File: src/rtl/core/ptt_pkg.sv
// ----------------------------------------------------------------------------
// Periodic task tick table - package
// Operation and status codes and the fixed widths of the item fields.
// ----------------------------------------------------------------------------
`default_nettype none

package ptt_pkg;

    localparam int PERIOD_IN_W = 16;
    localparam int MASK_W      = 8;
    localparam int SLOT_ID_W   = 3;
    localparam int STATUS_W    = 2;

    localparam logic OP_TICK   = 1'b0;
    localparam logic OP_CREATE = 1'b1;

    typedef enum logic [STATUS_W-1:0] {
        ST_TICK      = 2'd0,
        ST_CREATED   = 2'd1,
        ST_FULL      = 2'd2,
        ST_INIT_FAIL = 2'd3
    } status_t;

endpackage

`default_nettype wire

File: src/rtl/core/periodic_task_tick_table_core.sv
// ----------------------------------------------------------------------------
// Periodic task tick table - core
// Table of periodic task slots: creates tasks and reports which fire per tick.
// ----------------------------------------------------------------------------
// Usage:
// Items enter on the s_ channel (valid/ready) and results leave on the m_
// channel (valid/ready), one result for every item. A tick item advances the
// counter of every occupied slot and returns a fire mask; a create item claims
// the lowest free slot and returns its number with a status code.
// An item is captured in the input register, then the slot table is updated
// and the result register loaded from it. Throughput is one item per cycle
// while the receiver does not stall, set by the single pass over all slots
// between the input and result registers.
// A stalled receiver holds the result register; the input register keeps
// filling while the result waits, and s_ready drops only once both hold an
// item. Reset empties the table and both registers; periods and counters are
// left as they are and are only read once a create has written them.
// ----------------------------------------------------------------------------
`default_nettype none

module periodic_task_tick_table_core #(
    parameter int SLOTS       = 8,
    parameter int PERIOD_BITS = 16
) (
    input  wire logic                                 aclk,
    input  wire logic                                 aresetn,
    input  wire logic                                 s_valid,
    output logic                                      s_ready,
    input  wire logic                                 s_opcode,
    input  wire logic [ptt_pkg::PERIOD_IN_W-1:0]      s_period,
    input  wire logic                                 s_has_init,
    input  wire logic                                 s_init_ok,
    output logic                                      m_valid,
    input  wire logic                                 m_ready,
    output logic [ptt_pkg::MASK_W-1:0]                m_fire_mask,
    output logic [ptt_pkg::SLOT_ID_W-1:0]             m_slot_id,
    output logic [ptt_pkg::STATUS_W-1:0]              m_status
);

    import ptt_pkg::*;

    localparam int SLOT_W = (SLOTS > 1) ? $clog2(SLOTS) : 1;

    // Input register.
    logic                   in_valid_reg, in_valid_next;
    logic                   op_reg;
    logic [PERIOD_IN_W-1:0] period_reg;
    logic                   has_init_reg;
    logic                   init_ok_reg;

    // Result register.
    logic                   out_valid_reg, out_valid_next;
    logic [MASK_W-1:0]      fire_mask_reg, fire_mask_next;
    logic [SLOT_ID_W-1:0]   slot_id_reg, slot_id_next;
    status_t                status_reg, status_next;

    // Slot table.
    logic [SLOTS-1:0]       slot_valid_reg, slot_valid_next;
    logic [PERIOD_BITS-1:0] slot_period_reg [SLOTS];
    logic [PERIOD_BITS-1:0] slot_count_reg  [SLOTS];
    logic [PERIOD_BITS-1:0] slot_count_next [SLOTS];

    logic                   advance;
    logic                   s_accept;
    logic                   is_create;
    logic                   any_free;
    logic [SLOT_W-1:0]      free_idx;
    logic [SLOTS-1:0]       fired;
    logic [PERIOD_BITS-1:0] period_in;

    assign advance   = in_valid_reg && (!out_valid_reg || m_ready);
    assign s_ready   = !in_valid_reg || advance;
    assign s_accept  = s_valid && s_ready;
    assign is_create = (op_reg == OP_CREATE);
    assign period_in = PERIOD_BITS'(period_reg);

    // Lowest free slot.
    always_comb begin
        any_free = 1'b0;
        free_idx = '0;
        for (int i = SLOTS - 1; i >= 0; i--) begin
            if (!slot_valid_reg[i]) begin
                any_free = 1'b1;
                free_idx = SLOT_W'(i);
            end
        end
    end

    // Per-slot counter update on a tick.
    always_comb begin
        logic [PERIOD_BITS-1:0] cnt_inc;
        for (int i = 0; i < SLOTS; i++) begin
            cnt_inc            = slot_count_reg[i] + 1'b1;
            fired[i]           = slot_valid_reg[i] && (cnt_inc >= slot_period_reg[i]);
            slot_count_next[i] = fired[i] ? '0 : cnt_inc;
        end
    end

    always_comb begin
        slot_valid_next = slot_valid_reg;
        fire_mask_next  = '0;
        slot_id_next    = '0;
        status_next     = ST_TICK;
        if (is_create) begin
            if (any_free) begin
                slot_valid_next[free_idx] = 1'b1;
                slot_id_next = SLOT_ID_W'(free_idx);
                status_next  = (has_init_reg && !init_ok_reg) ? ST_INIT_FAIL : ST_CREATED;
            end else begin
                status_next = ST_FULL;
            end
        end else begin
            fire_mask_next = MASK_W'(fired);
        end
    end

    always_comb begin
        in_valid_next = in_valid_reg;
        if (s_accept) begin
            in_valid_next = 1'b1;
        end else if (advance) begin
            in_valid_next = 1'b0;
        end
    end

    always_comb begin
        out_valid_next = out_valid_reg;
        if (advance) begin
            out_valid_next = 1'b1;
        end else if (m_ready) begin
            out_valid_next = 1'b0;
        end
    end

    always_ff @(posedge aclk) begin
        if (!aresetn) begin
            in_valid_reg   <= 1'b0;
            out_valid_reg  <= 1'b0;
            slot_valid_reg <= '0;
        end else begin
            in_valid_reg  <= in_valid_next;
            out_valid_reg <= out_valid_next;
            if (advance) begin
                slot_valid_reg <= slot_valid_next;
            end
        end
    end

    always_ff @(posedge aclk) begin
        if (s_accept) begin
            op_reg       <= s_opcode;
            period_reg   <= s_period;
            has_init_reg <= s_has_init;
            init_ok_reg  <= s_init_ok;
        end
        if (advance) begin
            fire_mask_reg <= fire_mask_next;
            slot_id_reg   <= slot_id_next;
            status_reg    <= status_next;
        end
    end

    // Slot storage: a create into a free slot writes one entry, a tick updates the counter of every occupied slot.
    always_ff @(posedge aclk) begin
        if (advance) begin
            if (is_create) begin
                if (any_free) begin
                    slot_period_reg[free_idx] <= period_in;
                    slot_count_reg[free_idx]  <= '0;
                end
            end else begin
                for (int i = 0; i < SLOTS; i++) begin
                    if (slot_valid_reg[i]) begin
                        slot_count_reg[i] <= slot_count_next[i];
                    end
                end
            end
        end
    end

    assign m_valid     = out_valid_reg;
    assign m_fire_mask = fire_mask_reg;
    assign m_slot_id   = slot_id_reg;
    assign m_status    = status_reg;

endmodule

`default_nettype wire

File: config.mk
export PLATFORM = sky130hd
export DESIGN_NAME = periodic_task_tick_table_core
export DESIGN_NICKNAME = d
export VERILOG_FILES = /design/src/rtl/core/ptt_pkg.sv /design/src/rtl/core/periodic_task_tick_table_core.sv
export SDC_FILE = /design/constraint.sdc
export NUM_CORES = 1
export LEC_CHECK = 0
export BUFFER_PORTS_ARGS = -buffer_cell sky130_fd_sc_hd__buf_2
export CORE_MARGIN = 1
export CORE_UTILIZATION = 57
export CTS_CLUSTER_SIZE = 12
export DETAILED_ROUTE_END_ITERATION = 8
export PLACE_DENSITY = 0.8
export SLEW_MARGIN = 30
export SYNTH_ARGS = -nofsm -noshare
export SYNTH_HDL_FRONTEND = slang
export SYNTH_SLANG_ARGS = --single-unit
File: constraint.sdc
create_clock -name aclk -period 3.2 [get_ports aclk]
set_input_delay 0.96 -clock aclk [delete_from_list [all_inputs] [get_ports aclk]]
set_output_delay 0.96 -clock aclk [all_outputs]
set_load 0.02 [all_outputs]
# Yosys cells after proc, flatten, opt, wreduce, memory -nomap -nowiden

Memories as Yosys holds them, arrays and structs flattened.
Index checks and enable logic that the tools add are counted.

Divide/modulo/power cells: 0
Multiply operators: 0
$lt $le $gt $ge: 10
Multiplexer cells: 71
Add/sub/neg operators: 8
Equality and inequality tests: 0
Reductions and logical operators: 22
Bitwise logic cells: 1
Shift-type cells: 0

Operators by type and width:

| operator                                                                      | count |
|---|---|
| 16-bit 2-to-1 mux                                                             | 9 |
| 16-bit by 1-bit adder with 16-bit output (second input constant)              | 8 |
| 16-bit >= comparator                                                          | 8 |
| 1-bit 2-to-1 mux                                                              | 50 |
| 3-bit 2-to-1 mux                                                              | 9 |
| 16-bit OR reduction                                                           | 1 |
| 1-bit logical AND                                                             | 12 |
| 8-bit bitwise OR                                                              | 1 |
| 3-bit by 4-bit less-than comparator with 1-bit output (second input constant) | 1 |
| 2-bit 2-to-1 mux                                                              | 2 |
| 2-bit nonzero test                                                            | 2 |
| 1-bit demux with 3-bit select                                                 | 1 |
| 3-bit by 1-bit >= comparator with 1-bit output (second input constant)        | 1 |
| 1-bit zero test                                                               | 3 |
| 3-bit AND reduction                                                           | 1 |
| 1-bit logical OR                                                              | 2 |
| 2-bit AND reduction                                                           | 1 |

Memory bits (read-only): 0
Bits in latches: 0
Flip-flop bits (word level): 42
Bits in writable memories: 256
Memories kept: 2
Bits of input ports: 23

Memory list:

| memory          | words | width | read ports | clocked after memory_dff | write ports | RTL line                            | RTL |
|---|---|---|---|---|---|---|---|
| slot_count_reg  | 8     | 16    | 8          | 0                        | 8           | periodic_task_tick_table_core.sv:60 | `logic [PERIOD_BITS-1:0] slot_count_reg [SLOTS];` |
| slot_period_reg | 8     | 16    | 8          | 0                        | 1           | periodic_task_tick_table_core.sv:59 | `logic [PERIOD_BITS-1:0] slot_period_reg [SLOTS];` |

# Depth between registers and ports, before layout

Word-level depth: 13
Depth in mapped cells: 12
Gate-level depth less buffers: 10

# Least setup slack after synthesis

No wires, ideal clock.

Kind: input port to flip-flop
Start point: input port m_ready
End point: memory slot_count_reg[6][0] (enable)
Setup slack: -0.078 ns
Library setup time: 0.411 ns
Required time: 2.789 ns
Cell stages on the path: 6
Arrival time: 2.866 ns
Cell sequence: nand2b_1 -> buf_2 -> nand3_1 -> nor3_1 -> nand2_1 -> o21ai_0

RTL lines:

| item            | RTL line                            | RTL |
|---|---|---|
| start, declared | periodic_task_tick_table_core.sv:34 | `input wire logic m_ready,` |
| end, declared   | periodic_task_tick_table_core.sv:60 |  |

==> flow_metrics.env <==
export IMPL_outcome="complete, no violations"
export IMPL_vdd_drop_max_v=0.0005148
export IMPL_fin_crit_ns=3.049
export IMPL_drc=0
export IMPL_top_layer_used="met4"
export IMPL_regArea_sq_mm=0.008848
export IMPL_cp_slowest_cell="edfxtp_1"
export IMPL_clkLatencyLatePin_ns=0.55
export IMPL_overflow=0
export IMPL_timing_worst_slew_pin_value_ns=0.7440
export IMPL_netlist_area_sq_mm=0.01555
export IMPL_worstPathRequired_ns=3.61
export IMPL_wl_met2_um=15190
export IMPL_htreeDepth=1
export IMPL_cts_sinks=298
export IMPL_drtPass1Iterations=6
export IMPL_yosysSeqAreaShare_pct=56.91
export IMPL_yosys_area_share_simple_pct=15.25
export IMPL_met3_length_um=1910
export IMPL_p_switching_uw=1571
export IMPL_muxShareOfSynthArea_pct=0
export IMPL_power_total_uw=7951
export IMPL_worstPathArrival_ns=3.45
export IMPL_finalClockSkew_ns=0.008516
export IMPL_seq_power_share_pct=55.0
export IMPL_layout_cells_non_filler=1761
export IMPL_wl_met1_um=13690
export IMPL_port_buffer_count=37
export IMPL_drv_slew=0
export IMPL_synth_edf_count=288
export IMPL_fin_area_sq_mm=0.01753
export IMPL_yosys_area_top_type="edfxtp_1"
export IMPL_coreArea_sq_mm=0.02688
export IMPL_gp_congestion=0.8393
export IMPL_finalSetupViolCount=0
export IMPL_ys_async_sr_fraction_pct=0
export IMPL_yosys_warnings=0
export IMPL_nets=1555
export IMPL_syn_inst=1297
export IMPL_ant_nets=0
export IMPL_switching_share_pct=19.76
export IMPL_cts_clk_slew_worst_paths_ns=0.06
export IMPL_placedCellCount=1697
export IMPL_internal_power_uw=6379
export IMPL_syn_nets=1456
export IMPL_ioPinCount=38
export IMPL_cts_tree="built"
export IMPL_whs_ns=0.5691
export IMPL_place_area_sq_mm=0.01640
export IMPL_die_x_um=167.2
export IMPL_synth_top_area_share_pct=55.62
export IMPL_fmax_mhz=328.0
export IMPL_fillers=1957
export IMPL_cts_buffers=31
export IMPL_routed_wl_um=31660
export IMPL_layout_drive_gt1_share_pct=10.77
export IMPL_max_stage_delay_ns=0.41
export IMPL_ctsHoldBuffers=0
export IMPL_synth_xor_area_share_pct=6.413
export IMPL_gr_usage_all_layers_pct=22.86
export IMPL_power_leakage_uw=0.007097
export IMPL_multi_input_area_sq_mm=0.006166
export IMPL_hold_viol_final=0
export IMPL_die_y_um=167.2
export IMPL_grt_max_degree=20
export IMPL_p_clk_share_pct=43.3
export IMPL_ys_seq_elements=298
export IMPL_cts_root_buf="clkbuf_16"
export IMPL_grt_pass1_wl_um=49870
export IMPL_synth_ff_type="edfxtp_1"
export IMPL_syn_avg_cell_area_sq_um=11.99
export IMPL_synth_area_leaders="edfxtp_1, ha_1, xnor2_1"
export IMPL_synthAdderAreaFrac_pct=10.94
export IMPL_cap_viol_max_count=0
export IMPL_min_path_type="reg2reg"
export IMPL_yosysUniqueCellTypes=43
export IMPL_dieArea_sq_mm=0.02794
export IMPL_diodes=0
export IMPL_crit_type="reg2reg"
export IMPL_start_kind="flip-flop"
export IMPL_start_util_pct=57.85
export IMPL_antenna_found_initial=3
export IMPL_p_comb_share_pct=1.8
export IMPL_fin_crit_sh_pct=95.27
export IMPL_worstSetupEndpointType="flip-flop"
export IMPL_clock_path_buffers=3
export IMPL_drt_iter0_markers=832
export IMPL_dp_hpwl_um=22130
export IMPL_area_delta_synth_final_pct=12.73
export IMPL_first_global_vias=9862
export IMPL_crit_chain="and4_4, nand4_1, buf_4, nor4_4, xor2_1, ha_1, nand4_1, inv_1, a2111oi_2, o21ai_1, buf_4, nor2b_1"
export IMPL_power_density_mw_per_mm2=453.6
export IMPL_post_drt_wl_per_cell_um=17.98
export IMPL_synth_compound_area_share_pct=6.438
export IMPL_vias=10017
export IMPL_viasPerCell=5.688
export IMPL_cp_max_fo=8
export IMPL_slew_headroom_pct=50.40
export IMPL_std_cell_rows=60
export IMPL_synth_top_family_by_area="simple AND/OR/NAND/NOR gates"
## per-layer routing
metal  track usage (%)  up-vias
met5                 0        -
met4             6.542        0
met3             2.836       66
met2             38.57      279
met1             31.27     4813
li1                  -     4859
## Yosys cell counts (20+ instances only)
library cell,instances
nor2b_1,90
nor3b_1,31
ha_1,136
o21a_1,21
nand4_1,29
edfxtp_1,288
xor2_1,47
inv_1,148
nand2_1,66
a211oi_1,20
a21oi_1,25
nor3_1,27
nand3_1,59
o21ai_0,51
xnor2_1,65
nor2_1,68
## final cells by class
cell class | count | area share, %
Sequential cell | 298 | 50.48
Clock buffer | 53 | 5.297
Multi-Input combinational cell | 833 | 35.18
Timing Repair Buffer | 84 | 3.162
Inverter | 148 | 3.169
Clock inverter | 4 | 0.2784
Tap cell | 341 | 2.434
## cells by family (layout without fill, tap and decap cells)
family          after synthesis  count (layout)
compound gates              156             156
xor+xnor                    113             113
fa+ha+maj                   136             136
buf+inv                     166             289
flops                       298             298
simple gates                428             428
## power groups by stage
stage	clock [uW]	sequential [uW]	combinational [uW]
after floorplan	0	4410	73.8
after global placement	0	4450	132
after detailed placement	0	4450	137
after CTS	3480	4370	138
after global routing	3610	4370	154
final	3440	4370	140
## final timing paths
path,slack (ns),cells past startpoint,start,end
setup / recovery,0.15,12,slot_count_reg[6][3],slot_count_reg[6][9]
hold / removal,0.57,2,slot_valid_reg[5],slot_valid_reg[5]
setup reg to reg,0.15,12,slot_count_reg[6][3],slot_count_reg[6][9]
hold reg to reg,0.57,2,slot_valid_reg[5],slot_valid_reg[5]
## worst max-delay path: cells and delay by family (launching register included)
family	cells	cell delay, ns
adder cells (fa/ha/maj)	1	0.29
flip-flops	1	0.41
buffers and inverters	3	0.49
XOR/XNOR	1	0.28
AO/OA/AOI/OAI	2	0.48
AND/OR/NAND/NOR	5	0.95
## cells in the final DEF (no fill, tap or decap), types with 3 or more instances in the layout
cell type,synthesis,layout
and4_1,11,10
nor3_1,27,23
xor2_1,47,47
and3b_1,4,4
clkbuf_16,0,31
buf_4,0,45
a2111oi_2,1,3
edfxtp_1,288,288
ha_1,136,135
clkbuf_8,0,7
nor2_1,68,68
clkbuf_1,13,15
nor2b_1,90,90
a21o_1,8,8
nand2_1,66,66
xnor2_1,65,65
o21a_1,21,21
nand2b_1,14,14
a21oi_1,25,25
and2_1,4,4
nor4_1,5,3
a2111oi_0,13,10
nand4_1,29,29
buf_2,5,37
and3_1,9,9
nor3_2,0,4
nor3b_1,31,31
inv_1,148,148
o21ai_1,6,13
o21ai_0,51,44
a21boi_0,6,6
nand3_1,59,58
dfxtp_1,10,10
a211oi_1,20,20
## through the flow
step,worst slack (ns),setup TNS (ns),util [%]
finish,0.1512,0,65.22
global route,-0.005899,-0.01311,65.22
CTS,0.009214,0,64.67
detailed placement,0.04351,0,61.04
global placement,0.03518,0,60.97
floorplan,-0.07754,-2.481,-
## what timing repair did
item                       CTS  global route
buffers inserted             0             7
resized for setup            0            20
setup endpoints to repair    0            83
(Power assumes the default switching activity.)
